## src/sv/seg_pkg.sv

```systemverilog
// Shared constants and types for the signed Elias-gamma decoder.
package seg_pkg;

  localparam int MAX_CODE_BITS_DEF = 32;
  localparam int BITS_PER_BYTE     = 8;
  localparam int VALUE_W           = 32;
  localparam int BIT_CNT_W         = $clog2(BITS_PER_BYTE);

  // One result from the bit unit, before sign mapping is finished.
  typedef struct packed {
    logic               valid;
    logic               err;
    logic               neg;
    logic [VALUE_W-1:0] half;
  } seg_res_t;

  // Status from the result buffer back to the sequencer.
  typedef struct packed {
    logic pend_v;
    logic out_free;
  } seg_buf_stat_t;

  typedef enum logic [2:0] {
    ST_IDLE  = 3'b001,
    ST_RUN   = 3'b010,
    ST_FLUSH = 3'b100
  } seg_state_t;

endpackage

```

## src/sv/seg_if.sv

```systemverilog
// Valid/ready channel interfaces for the decoder input and result items.
interface seg_in_if;
  logic       valid;
  logic       ready;
  logic [7:0] data_byte;
  logic       end_of_stream;

  modport source (output valid, output data_byte, output end_of_stream, input ready);
  modport sink   (input valid, input data_byte, input end_of_stream, output ready);
endinterface

interface seg_out_if;
  logic               valid;
  logic               ready;
  logic signed [31:0] decoded_value;
  logic               code_error;
  logic               last_of_run;

  modport source (output valid, output decoded_value, output code_error,
                  output last_of_run, input ready);
  modport sink   (input valid, input decoded_value, input code_error,
                  input last_of_run, output ready);
endinterface

```

## src/sv/seg_bit_unit.sv

```systemverilog
// Parser state and the Elias-gamma step, one bit per cycle while step_en is high.
module seg_bit_unit
  import seg_pkg::*;
#(
  parameter int MAX_CODE_BITS = MAX_CODE_BITS_DEF
) (
  input  logic     clk,
  input  logic     rst_n,
  input  logic     step_en,
  input  logic     bit_in,
  input  logic     restart,
  output seg_res_t res
);

  localparam int CNT_W = $clog2(MAX_CODE_BITS);
  localparam int ACC_W = MAX_CODE_BITS;
  localparam int EXT_W = (MAX_CODE_BITS > VALUE_W + 1) ? MAX_CODE_BITS : VALUE_W + 1;

  logic             reading_r, reading_nxt;
  logic [CNT_W-1:0] zero_run_r, zero_run_nxt;
  logic [CNT_W-1:0] left_r, left_nxt;
  logic [ACC_W-1:0] acc_r, acc_nxt;
  logic [ACC_W-1:0] acc_shift;
  logic [EXT_W-1:0] c_ext;
  logic             done;

  assign acc_shift = {acc_r[ACC_W-2:0], bit_in};
  assign c_ext     = EXT_W'(acc_shift);

  always_comb begin
    reading_nxt  = reading_r;
    zero_run_nxt = zero_run_r;
    left_nxt     = left_r;
    acc_nxt      = acc_r;
    done         = 1'b0;
    res          = '0;
    if (!reading_r) begin
      if (!bit_in) begin
        if (zero_run_r == CNT_W'(MAX_CODE_BITS - 1)) begin
          // prefix too long: error item, zero bit dropped
          res.valid = 1'b1;
          res.err   = 1'b1;
          done      = 1'b1;
        end else begin
          zero_run_nxt = zero_run_r + CNT_W'(1);
        end
      end else if (zero_run_r == '0) begin
        // lone one bit is code 1, value 0
        res.valid = 1'b1;
        done      = 1'b1;
      end else begin
        reading_nxt = 1'b1;
        left_nxt    = zero_run_r;
        acc_nxt     = ACC_W'(1);
      end
    end else begin
      acc_nxt  = acc_shift;
      left_nxt = left_r - CNT_W'(1);
      if (left_r == CNT_W'(1)) begin
        res.valid = 1'b1;
        res.neg   = ~acc_shift[0];
        res.half  = c_ext[VALUE_W:1];
        done      = 1'b1;
      end
    end
    if (done || restart) begin
      reading_nxt  = 1'b0;
      zero_run_nxt = '0;
      left_nxt     = '0;
      acc_nxt      = ACC_W'(1);
    end
  end

  always_ff @(posedge clk) begin
    if (!rst_n) begin
      reading_r  <= 1'b0;
      zero_run_r <= '0;
      left_r     <= '0;
      acc_r      <= ACC_W'(1);
    end else if (step_en) begin
      reading_r  <= reading_nxt;
      zero_run_r <= zero_run_nxt;
      left_r     <= left_nxt;
      acc_r      <= acc_nxt;
    end
  end

endmodule

```

## src/sv/seg_out_buf.sv

```systemverilog
// Pending result register and output register with last-of-byte marking.
module seg_out_buf
  import seg_pkg::*;
(
  input  logic           clk,
  input  logic           rst_n,
  input  logic           push_en,
  input  seg_res_t       push_res,
  input  logic           flush_en,
  output seg_buf_stat_t  stat,
  seg_out_if.source      out_ch
);

  logic               pend_v_r, pend_v_nxt;
  logic               pend_err_r;
  logic               pend_neg_r;
  logic [VALUE_W-1:0] pend_half_r;
  logic               out_v_r, out_v_nxt;
  logic [VALUE_W-1:0] out_val_r;
  logic               out_err_r;
  logic               out_last_r;
  logic               load;
  logic               load_last;
  logic [VALUE_W-1:0] mapped;

  assign stat.pend_v   = pend_v_r;
  assign stat.out_free = ~out_v_r | out_ch.ready;

  // held item leaves when a newer one arrives or the byte is done
  assign load_last = flush_en & pend_v_r;
  assign load      = (push_en & pend_v_r) | load_last;
  assign mapped    = pend_neg_r ? (VALUE_W'(0) - pend_half_r) : pend_half_r;

  always_comb begin
    pend_v_nxt = pend_v_r;
    if (push_en) begin
      pend_v_nxt = 1'b1;
    end else if (load_last) begin
      pend_v_nxt = 1'b0;
    end
    out_v_nxt = out_v_r;
    if (load) begin
      out_v_nxt = 1'b1;
    end else if (out_ch.ready) begin
      out_v_nxt = 1'b0;
    end
  end

  always_ff @(posedge clk) begin
    if (!rst_n) begin
      pend_v_r <= 1'b0;
      out_v_r  <= 1'b0;
    end else begin
      pend_v_r <= pend_v_nxt;
      out_v_r  <= out_v_nxt;
    end
  end

  always_ff @(posedge clk) begin
    if (push_en) begin
      pend_err_r  <= push_res.err;
      pend_neg_r  <= push_res.neg;
      pend_half_r <= push_res.half;
    end
    if (load) begin
      out_val_r  <= mapped;
      out_err_r  <= pend_err_r;
      out_last_r <= load_last;
    end
  end

  assign out_ch.valid         = out_v_r;
  assign out_ch.decoded_value = $signed(out_val_r);
  assign out_ch.code_error    = out_err_r;
  assign out_ch.last_of_run   = out_last_r;

endmodule

```

## src/sv/signed_elias_gamma_decoder.sv

```systemverilog
// A byte is parsed one bit a cycle by the bit unit while the output does not stall.
// A result is held until the next result or byte end is seen; then it is moved out.
// Each byte takes its bit steps, then a flush state in which the next byte may be accepted;
// no new byte is taken during the bit steps, and output stalls hold the parser.
// Reset: synchronous active-low rst_n clears the parser, sequencer and result valids.
// Top level: byte sequencer around the bit unit and the result buffer.
module signed_elias_gamma_decoder
  import seg_pkg::*;
#(
  parameter int MAX_CODE_BITS = MAX_CODE_BITS_DEF
) (
  input  logic      clk,
  input  logic      rst_n,
  seg_in_if.sink    in_ch,
  seg_out_if.source out_ch
);

  seg_state_t             state_r, state_nxt;
  logic [7:0]             byte_r;
  logic                   eos_r;
  logic [BIT_CNT_W-1:0]   bit_cnt_r;
  logic                   accept;
  logic                   last_bit;
  logic                   stall;
  logic                   step_en;
  logic                   flush_done;
  logic                   flush_en;
  seg_res_t               res;
  seg_buf_stat_t          stat;

  assign last_bit   = (bit_cnt_r == BIT_CNT_W'(BITS_PER_BYTE - 1));
  // a second result while one is held needs room in the output register
  assign stall      = res.valid & stat.pend_v & ~stat.out_free;
  assign step_en    = (state_r == ST_RUN) & ~stall;
  assign flush_done = ~stat.pend_v | stat.out_free;
  assign flush_en   = (state_r == ST_FLUSH) & stat.pend_v & stat.out_free;
  assign in_ch.ready = (state_r == ST_IDLE) | ((state_r == ST_FLUSH) & flush_done);
  assign accept     = in_ch.valid & in_ch.ready;

  always_comb begin
    state_nxt = state_r;
    unique case (state_r)
      ST_IDLE: begin
        if (accept) state_nxt = ST_RUN;
      end
      ST_RUN: begin
        if (step_en && last_bit) state_nxt = ST_FLUSH;
      end
      ST_FLUSH: begin
        if (accept) begin
          state_nxt = ST_RUN;
        end else if (flush_done) begin
          state_nxt = ST_IDLE;
        end
      end
      default: state_nxt = ST_IDLE;
    endcase
  end

  always_ff @(posedge clk) begin
    if (!rst_n) begin
      state_r   <= ST_IDLE;
      bit_cnt_r <= '0;
    end else begin
      state_r <= state_nxt;
      if (accept) begin
        bit_cnt_r <= '0;
      end else if (step_en) begin
        bit_cnt_r <= bit_cnt_r + BIT_CNT_W'(1);
      end
    end
  end

  always_ff @(posedge clk) begin
    if (accept) begin
      byte_r <= in_ch.data_byte;
      eos_r  <= in_ch.end_of_stream;
    end else if (step_en) begin
      byte_r <= {byte_r[6:0], 1'b0};
    end
  end

  seg_bit_unit #(
    .MAX_CODE_BITS (MAX_CODE_BITS)
  ) u_bit (
    .clk     (clk),
    .rst_n   (rst_n),
    .step_en (step_en),
    .bit_in  (byte_r[7]),
    .restart (eos_r & last_bit),
    .res     (res)
  );

  seg_out_buf u_buf (
    .clk      (clk),
    .rst_n    (rst_n),
    .push_en  (step_en & res.valid),
    .push_res (res),
    .flush_en (flush_en),
    .stat     (stat),
    .out_ch   (out_ch)
  );

`ifndef NO_ASSERTIONS
  a_accept_runs: assert property (@(posedge clk) disable iff (!rst_n)
    accept |=> (state_r == ST_RUN))
    else $error("accepted byte did not start parsing");

  a_busy_not_ready: assert property (@(posedge clk) disable iff (!rst_n)
    (state_r == ST_RUN) |-> !in_ch.ready)
    else $error("input ready while parsing a byte");

  a_flush_holds: assert property (@(posedge clk) disable iff (!rst_n)
    ((state_r == ST_FLUSH) && stat.pend_v && !stat.out_free) |=> (state_r == ST_FLUSH))
    else $error("left flush with a result still held");

  a_no_step_when_full: assert property (@(posedge clk) disable iff (!rst_n)
    (step_en && res.valid && stat.pend_v) |-> stat.out_free)
    else $error("result pushed with no room to move the held item");
`endif

endmodule

```

## src/flat_wrapper.sv

```systemverilog
// flat-port wrapper written by rule: the top's interface ports become plain ports
module signed_elias_gamma_decoder_flat import seg_pkg::*;
#(
  parameter int MAX_CODE_BITS = MAX_CODE_BITS_DEF
)
  (clk, rst_n, in_ch_valid, in_ch_data_byte, in_ch_end_of_stream, in_ch_ready, out_ch_valid, out_ch_decoded_value, out_ch_code_error, out_ch_last_of_run, out_ch_ready);
  seg_in_if in_ch_i ();
  seg_out_if out_ch_i ();
  input  logic clk;
  input  logic rst_n;
  input wire logic [$bits(in_ch_i.valid)-1:0] in_ch_valid;
  input wire logic [$bits(in_ch_i.data_byte)-1:0] in_ch_data_byte;
  input wire logic [$bits(in_ch_i.end_of_stream)-1:0] in_ch_end_of_stream;
  output wire logic [$bits(in_ch_i.ready)-1:0] in_ch_ready;
  output wire logic [$bits(out_ch_i.valid)-1:0] out_ch_valid;
  output wire logic [$bits(out_ch_i.decoded_value)-1:0] out_ch_decoded_value;
  output wire logic [$bits(out_ch_i.code_error)-1:0] out_ch_code_error;
  output wire logic [$bits(out_ch_i.last_of_run)-1:0] out_ch_last_of_run;
  input wire logic [$bits(out_ch_i.ready)-1:0] out_ch_ready;
  assign in_ch_i.valid = in_ch_valid;
  assign in_ch_i.data_byte = in_ch_data_byte;
  assign in_ch_i.end_of_stream = in_ch_end_of_stream;
  assign in_ch_ready = in_ch_i.ready;
  assign out_ch_valid = out_ch_i.valid;
  assign out_ch_decoded_value = out_ch_i.decoded_value;
  assign out_ch_code_error = out_ch_i.code_error;
  assign out_ch_last_of_run = out_ch_i.last_of_run;
  assign out_ch_i.ready = out_ch_ready;
  signed_elias_gamma_decoder #(.MAX_CODE_BITS(MAX_CODE_BITS)) u_core (.clk(clk), .rst_n(rst_n), .in_ch(in_ch_i), .out_ch(out_ch_i));
endmodule
```

## config.mk

```make
export PLATFORM = sky130hd
export DESIGN_NAME = signed_elias_gamma_decoder_flat
export DESIGN_NICKNAME = d
export VERILOG_FILES = /design/src/sv/seg_pkg.sv /design/src/sv/seg_if.sv /design/src/sv/seg_bit_unit.sv /design/src/sv/seg_out_buf.sv /design/src/sv/signed_elias_gamma_decoder.sv /design/src/flat_wrapper.sv
export SDC_FILE = /design/constraint.sdc
export NUM_CORES = 1
export LEC_CHECK = 0
export BUFFER_PORTS_ARGS = -buffer_cell sky130_fd_sc_hd__buf_2
export CORE_ASPECT_RATIO = 0.5
export CORE_MARGIN = 1.5
export CORE_UTILIZATION = 60
export CTS_BUF_LIST = sky130_fd_sc_hd__clkbuf_16
export DETAILED_ROUTE_END_ITERATION = 8
export PLACE_DENSITY = 0.8
export SYNTH_ARGS = -nofsm -noshare
export SYNTH_HDL_FRONTEND = slang
export SYNTH_SLANG_ARGS = --single-unit
export TNS_END_PERCENT = 100
```

## constraint.sdc

```tcl
create_clock -name clk -period 5.5 [get_ports clk]
set_input_delay 1.375 -clock clk [delete_from_list [all_inputs] [get_ports clk]]
set_output_delay 1.375 -clock clk [all_outputs]
set_load 0.01 [all_outputs]
```

## Word-level counts from Yosys, hierarchy flattened

Index checks and enable logic that the tools add are counted.

- Register bits: 127
- Bits of input ports: 13
- Output and inout port bits: 36
- Word-level logic and storage cells: 104

- Add/sub/neg operators: 4
- Equal/unequal tests: 13
- Multiplexer cells: 36
- Bitwise logic cells: 21
- Reduce and logical (&&, ||, !) cells: 13

Operators with widths:

| kind | count |
|---|---|
| 31-bit two-way mux | 4 |
| 5-bit two-way mux | 8 |
| 32-bit two-way mux | 1 |
| 1-bit by 32-bit subtractor with 32-bit output (first input constant) | 1 |
| 8-bit two-way mux | 2 |
| 1-bit two-way mux | 15 |
| 3-bit two-way mux | 4 |
| 1-bit AND | 11 |
| 3-bit case mux with 3 select lines | 1 |
| 3-bit equality test (second input constant) | 2 |
| 2-bit by 1-bit != test with 1-bit output (second input constant) | 3 |
| 1-bit NOT | 6 |
| 3-bit AND reduction | 2 |
| 2-bit nonzero test | 3 |
| 5-bit by 1-bit adder with 5-bit output (second input constant) | 1 |
| 5-bit by 1-bit equality test with 1-bit output (second input constant) | 1 |
| 5-bit equality test (second input constant) | 1 |
| 5-bit logical NOT | 1 |
| 5-bit by 1-bit subtractor with 5-bit output (second input constant) | 1 |
| 2-bit != test (second input constant) | 2 |
| 1-bit bitwise OR | 4 |
| 4-bit AND reduction | 1 |
| 2-bit OR reduction | 2 |
| 3-bit by 1-bit adder with 3-bit output (second input constant) | 1 |
| 9 further kinds | 9 |

## Logic depth before layout (Yosys ltp)

- Word-level depth: 12
- Depth in mapped cells: 9
- Gate-level depth less buffers: 8

## Cells and area by module

From an unflattened synthesis, not the netlist that was laid out.

- Cell total of the unflattened synthesis: 426
- Area total of the unflattened synthesis: 5466.5 sq um

Modules (own cells, without submodules):

| module | instances | cells each | area an instance (sq um) | sequential area each (sq um) |
|---|---|---|---|---|
| seg_out_buf | 1 | 174 | 2829.0 | 2082.0 |
| seg_bit_unit | 1 | 192 | 1875.5 | 840.8 |
| signed_elias_gamma_decoder | 1 | 60 | 762.0 | 390.4 |

## Least setup slack after synthesis

No wires, ideal clock.

- Path kind: input port to flip-flop
- Start: input port out_ch_ready
- End: register u_core.u_buf.out_err_r (netlist: u_core.u_buf.out_ch.code_error) (enable)
- Setup time: 0.434 ns
- Data arrival time: 3.353 ns
- Required time: 5.066 ns
- Setup slack: 1.713 ns
- Stages on the path: 3
- Path buffers: 0
- Cells stage by stage: nand3b_1 -> o211ai_1 -> o21bai_1

- Cells in the longest elaborated chain, start to end: 8
- Elaborated cells between the ends (all ways): 10
- Those cells by class: 10 x bitwise

RTL lines:

| item | line | RTL |
|---|---|---|
| start: declaration | flat_wrapper.sv:19 | `input wire logic [$bits(out_ch_i.ready)-1:0] out_ch_ready;` |
| 1-bit bitwise OR (*) | seg_out_buf.sv:27 | `assign stat.out_free = ~out_v_r \| out_ch.ready;` |
| 1-bit NOT | signed_elias_gamma_decoder.sv:33 | `assign stall = res.valid & stat.pend_v & ~stat.out_free;` |
| 1-bit AND | signed_elias_gamma_decoder.sv:33 |  |
| 1-bit NOT | signed_elias_gamma_decoder.sv:34 | `assign step_en = (state_r == ST_RUN) & ~stall;` |
| 1-bit AND | signed_elias_gamma_decoder.sv:34 |  |
| 1-bit AND | signed_elias_gamma_decoder.sv:97 | `.push_en (step_en & res.valid),` |
| 1-bit AND | seg_out_buf.sv:31 | `assign load = (push_en & pend_v_r) \| load_last;` |
| 1-bit bitwise OR (*) | seg_out_buf.sv:31 |  |
| via u_core.u_buf.load | seg_out_buf.sv:22 | `logic load;` |
| end signal: assignment | seg_out_buf.sv:67 | `out_err_r <= pend_err_r;` |
| end: declaration | seg_out_buf.sv:20 | `logic out_err_r;` |

Mark *: on every way through the listed nets, which the timed path passes. The rest lies on a longest branch.
A chain may end at the register's enable or synchronous reset.

## Worst setup path in the final report

- Start: input port out_ch_ready
- End: output port in_ch_ready

- Cells in the longest elaborated chain, start to end: 4

RTL lines:

| item | line | RTL |
|---|---|---|
| 1-bit bitwise OR | seg_out_buf.sv:27 |  |
| 1-bit bitwise OR | signed_elias_gamma_decoder.sv:35 | `assign flush_done = ~stat.pend_v \| stat.out_free;` |
| 1-bit AND | signed_elias_gamma_decoder.sv:37 | `assign in_ch.ready = (state_r == ST_IDLE) \| ((state_r == ST_FLUSH) & flush_done);` |
| 1-bit bitwise OR | signed_elias_gamma_decoder.sv:37 |  |
| end: declaration | flat_wrapper.sv:14 | `output wire logic [$bits(in_ch_i.ready)-1:0] in_ch_ready;` |

No other way between the ends.

==> results.json <==
{
  "status": "finished clean",
  "synth_top_area_share_pct": 43.2,
  "period_needed_ns": 3.49,
  "wl_met3_um": 676,
  "synth_cell_types": 46,
  "cts_tree": "built",
  "wl_per_cell_um": 16.8,
  "cp-start-kind": "input port",
  "placed_area_mm2": 0.00564,
  "leakage_nw": 2.39,
  "synth_nets": 439,
  "p_switching_uw": 448,
  "grt_start_max_net_pins": 37,
  "dp.cells": 564,
  "clk_root_buffer_cell": "clkbuf_16",
  "synth_edf_count": 76,
  "pwr-share-clk_pct": 50.3,
  "multi_input_area_mm2": 0.00190,
  "crit_start": "out_ch_ready",
  "finClkSkew_ns": 0.0115,
  "hold_class": "reg -> reg",
  "wirelength_met1_um": 4500,
  "synthArstFlopShare_pct": 0,
  "drcViolationCount": 0,
  "synth.most_common_cell": "edfxtp_1",
  "final_util_pct": 75.4,
  "via_per_inst": 5.91,
  "yosysTopAreaCell": "edfxtp_1",
  "grtUsageTotal_pct": 23.3,
  "antennaDiodeCount": 0,
  "syn_area_per_cell_um2": 12.6,
  "hpwl_um": 6430,
  "syn_area_mm2": 0.00528,
  "swShare_pct": 20.8,
  "cts-hold-fix-buffers": 0,
  "crit_arrival_ns": 2.11,
  "nets": 492,
  "path_class": "in -> out",
  "grt_pass1_wl_um": 16600,
  "relSlewSlack_pct": 18.0,
  "rsz0062_at_grt": "false",
  "syn_inst": 418,
  "area_growth_pct": 17.8,
  "setup_viol": 0,
  "synth.yosys.seq_area_share_pct": 62.1,
  "clk_latency_ns": 0.42,
  "holdCritStartpoint": "u_core.u_buf.pend_err_r",
  "htree_levels": 4,
  "p_comb_share_pct": 2.6,
  "antenna_left": 0,
  "first_iter_violations": 233,
  "grt_pass1_vias": 3404,
  "yosys_most_used_dff": "edfxtp_1",
  "final_layout_size_suffix_gt1_share_pct": 20.0,
  "routed.top_layer": "met4",
  "hold_viol_final": 0,
  "via_count": 3522,
  "fin_tns_setup_ns": 0,
  "die-area_mm2": 0.00941,
  "cts_sinks": 126,
  "ios": 49,
  "tightestPinTransition_ns": 1.23,
  "area.sequential_mm2": 0.00328,
  "design.core.area_mm2": 0.00826,
  "cp_max_fo": 5,
  "p_int_mw": 1.70,
  "r2r_start": "u_core.u_bit.zero_run_r[0]",
  "power.density_mw_per_mm2": 346,
  "synthTopCellsByArea": "edfxtp_1, dfxtp_1, a22o_1, xnor2_1, and2_1",
  "die_w_um": 136,
  "cts.path.max_buffers": 2,
  "yosys-top-cells-count": "edfxtp_1, dfxtp_1, a22o_1, xnor2_1, and2_1",
  "place.port_buffers": 48,
  "final_cells": 596,
  "fin_crit_sh_pct": 63.4,
  "max-cap-violations": 0,
  "end_kind": "output port",
  "ys_warn_count": 0,
  "antenna_found_initial": 0,
  "ys_ff_latch": 126,
  "postCtsSetupBuffers": 0,
  "initial_core_util_pct": 64.0,
  "numCtsBuffers": 17,
  "ir_drop_mv": 0.262,
  "design_area_mm2": 0.00622,
  "route.met2.wl_um": 4660,
  "p_seq_share_pct": 47.1,
  "rows": 23,
  "gp_congestion": 0.844,
  "worstPathRequired_ns": 4.12,
  "cts_resized": 0,
  "die_h_um": 69.4,
  "grt_overflow": 0,
  "max_freq_mhz": 287,
  "n_fill_cell": 503,
  "cts.clk_slew.worst_paths_ns": 0.05,
  "slew_violations": 0,
  "first_pass_iters": 5,
  "routed_wl_um": 10000
}
==> metal layers <==
layer / up-vias / GRT usage [%]
li1: 1669 / -
met1: 1676 / 30.0
met2: 155 / 36.5
met3: 22 / 5.48
met4: 0 / 12.8
met5: - / 0
==> final cells by class <==
type	instances	share of cell area, %
clock buffers	19	7.64
clock inverters	13	1.75
inverters	11	0.663
multi-input cells	263	30.6
flip-flops and latches	126	52.8
well taps	112	2.25
repair buffers	52	4.34
==> metrics by stage <==
step,setup WS [ns],hold WS [ns],power (mW)
2_1_floorplan,1.71,0.400,1.07
3_3_place_gp,2.02,0.414,1.08
3_5_place_dp,2.01,0.413,1.09
4_1_cts,2.00,0.440,2.16
5_1_grt,1.96,0.463,2.21
6_report,2.01,0.435,2.15
==> registers in the layout (all words and copies together) (netlist names) <==
name / cells
u_core.bit_cnt_r: 3
u_core.byte_r: 8
u_core.eos_r: 1
u_core.state_r: 3
u_core.u_bit.acc_r: 31
u_core.u_bit.left_r: 5
u_core.u_bit.reading_r: 1
u_core.u_bit.zero_run_r: 5
u_core.u_buf.out_ch.code_error: 1
u_core.u_buf.out_ch.decoded_value: 32
u_core.u_buf.out_ch.last_of_run: 1
u_core.u_buf.out_ch.valid: 1
u_core.u_buf.pend_err_r: 1
u_core.u_buf.pend_half_r: 31
u_core.u_buf.pend_neg_r: 1
u_core.u_buf.pend_v_r: 1
==> cells in the final DEF, fill, tap and decap left out, types with 3 or more instances in the layout <==
master	synthesis	routed
nor2_1	20	20
nor3_1	4	3
nor4_1	5	5
a22o_1	35	35
o31ai_1	6	6
dfxtp_1	50	50
a21oi_1	8	8
buf_4	0	4
buf_2	4	48
nand3_1	6	6
o41ai_1	9	9
mux2_2	7	7
xnor2_1	35	35
o21ai_0	17	17
nand2b_1	7	7
clkbuf_16	0	19
nor2b_1	5	5
or4_1	8	8
nor3b_1	5	5
or3_1	3	3
or2_2	3	3
edfxtp_1	76	76
inv_1	11	13
ha_1	8	8
and2_1	32	32
nand2_1	15	15
==> worst max-delay path: stages <==
cell,delay [ns]
buf_2,0.09
and3b_1,0.22
o21a_1,0.19
nor2_1,0.09
buf_2,0.14
==> final timing paths <==
kind                               endpoint  slack, ns  depth (start not counted)
max                             in_ch_ready       2.01                          5
min          u_core.u_buf.out_ch.code_error       0.44                          0
max reg2reg         u_core.u_buf.pend_err_r       2.40                          6
min reg2reg  u_core.u_buf.out_ch.code_error       0.44                          0
==> power by group through the flow <==
| stage | combinational, mW | sequential [mW] | clock [mW] |
|---|---|---|---|
| after floorplan | 0.0428 | 1.03 | 0 |
| after global placement | 0.0522 | 1.03 | 0 |
| after detailed placement | 0.0554 | 1.03 | 0 |
| after CTS | 0.0561 | 1.01 | 1.10 |
| after global routing | 0.0618 | 1.01 | 1.14 |
| final | 0.0558 | 1.01 | 1.08 |
==> cells by family after synthesis <==
family,count (synthesis),share of synthesized area [%]
AO/OA/AOI/OAI,89,12.7
AND/OR/NAND/NOR,121,13.1
buffers and inverters,29,2.30
XOR/XNOR,36,5.97
adder cells (fa/ha/maj),8,1.89
multiplexers,9,1.87
flip-flops,126,62.1
Power figures use the tool's default switching activity.
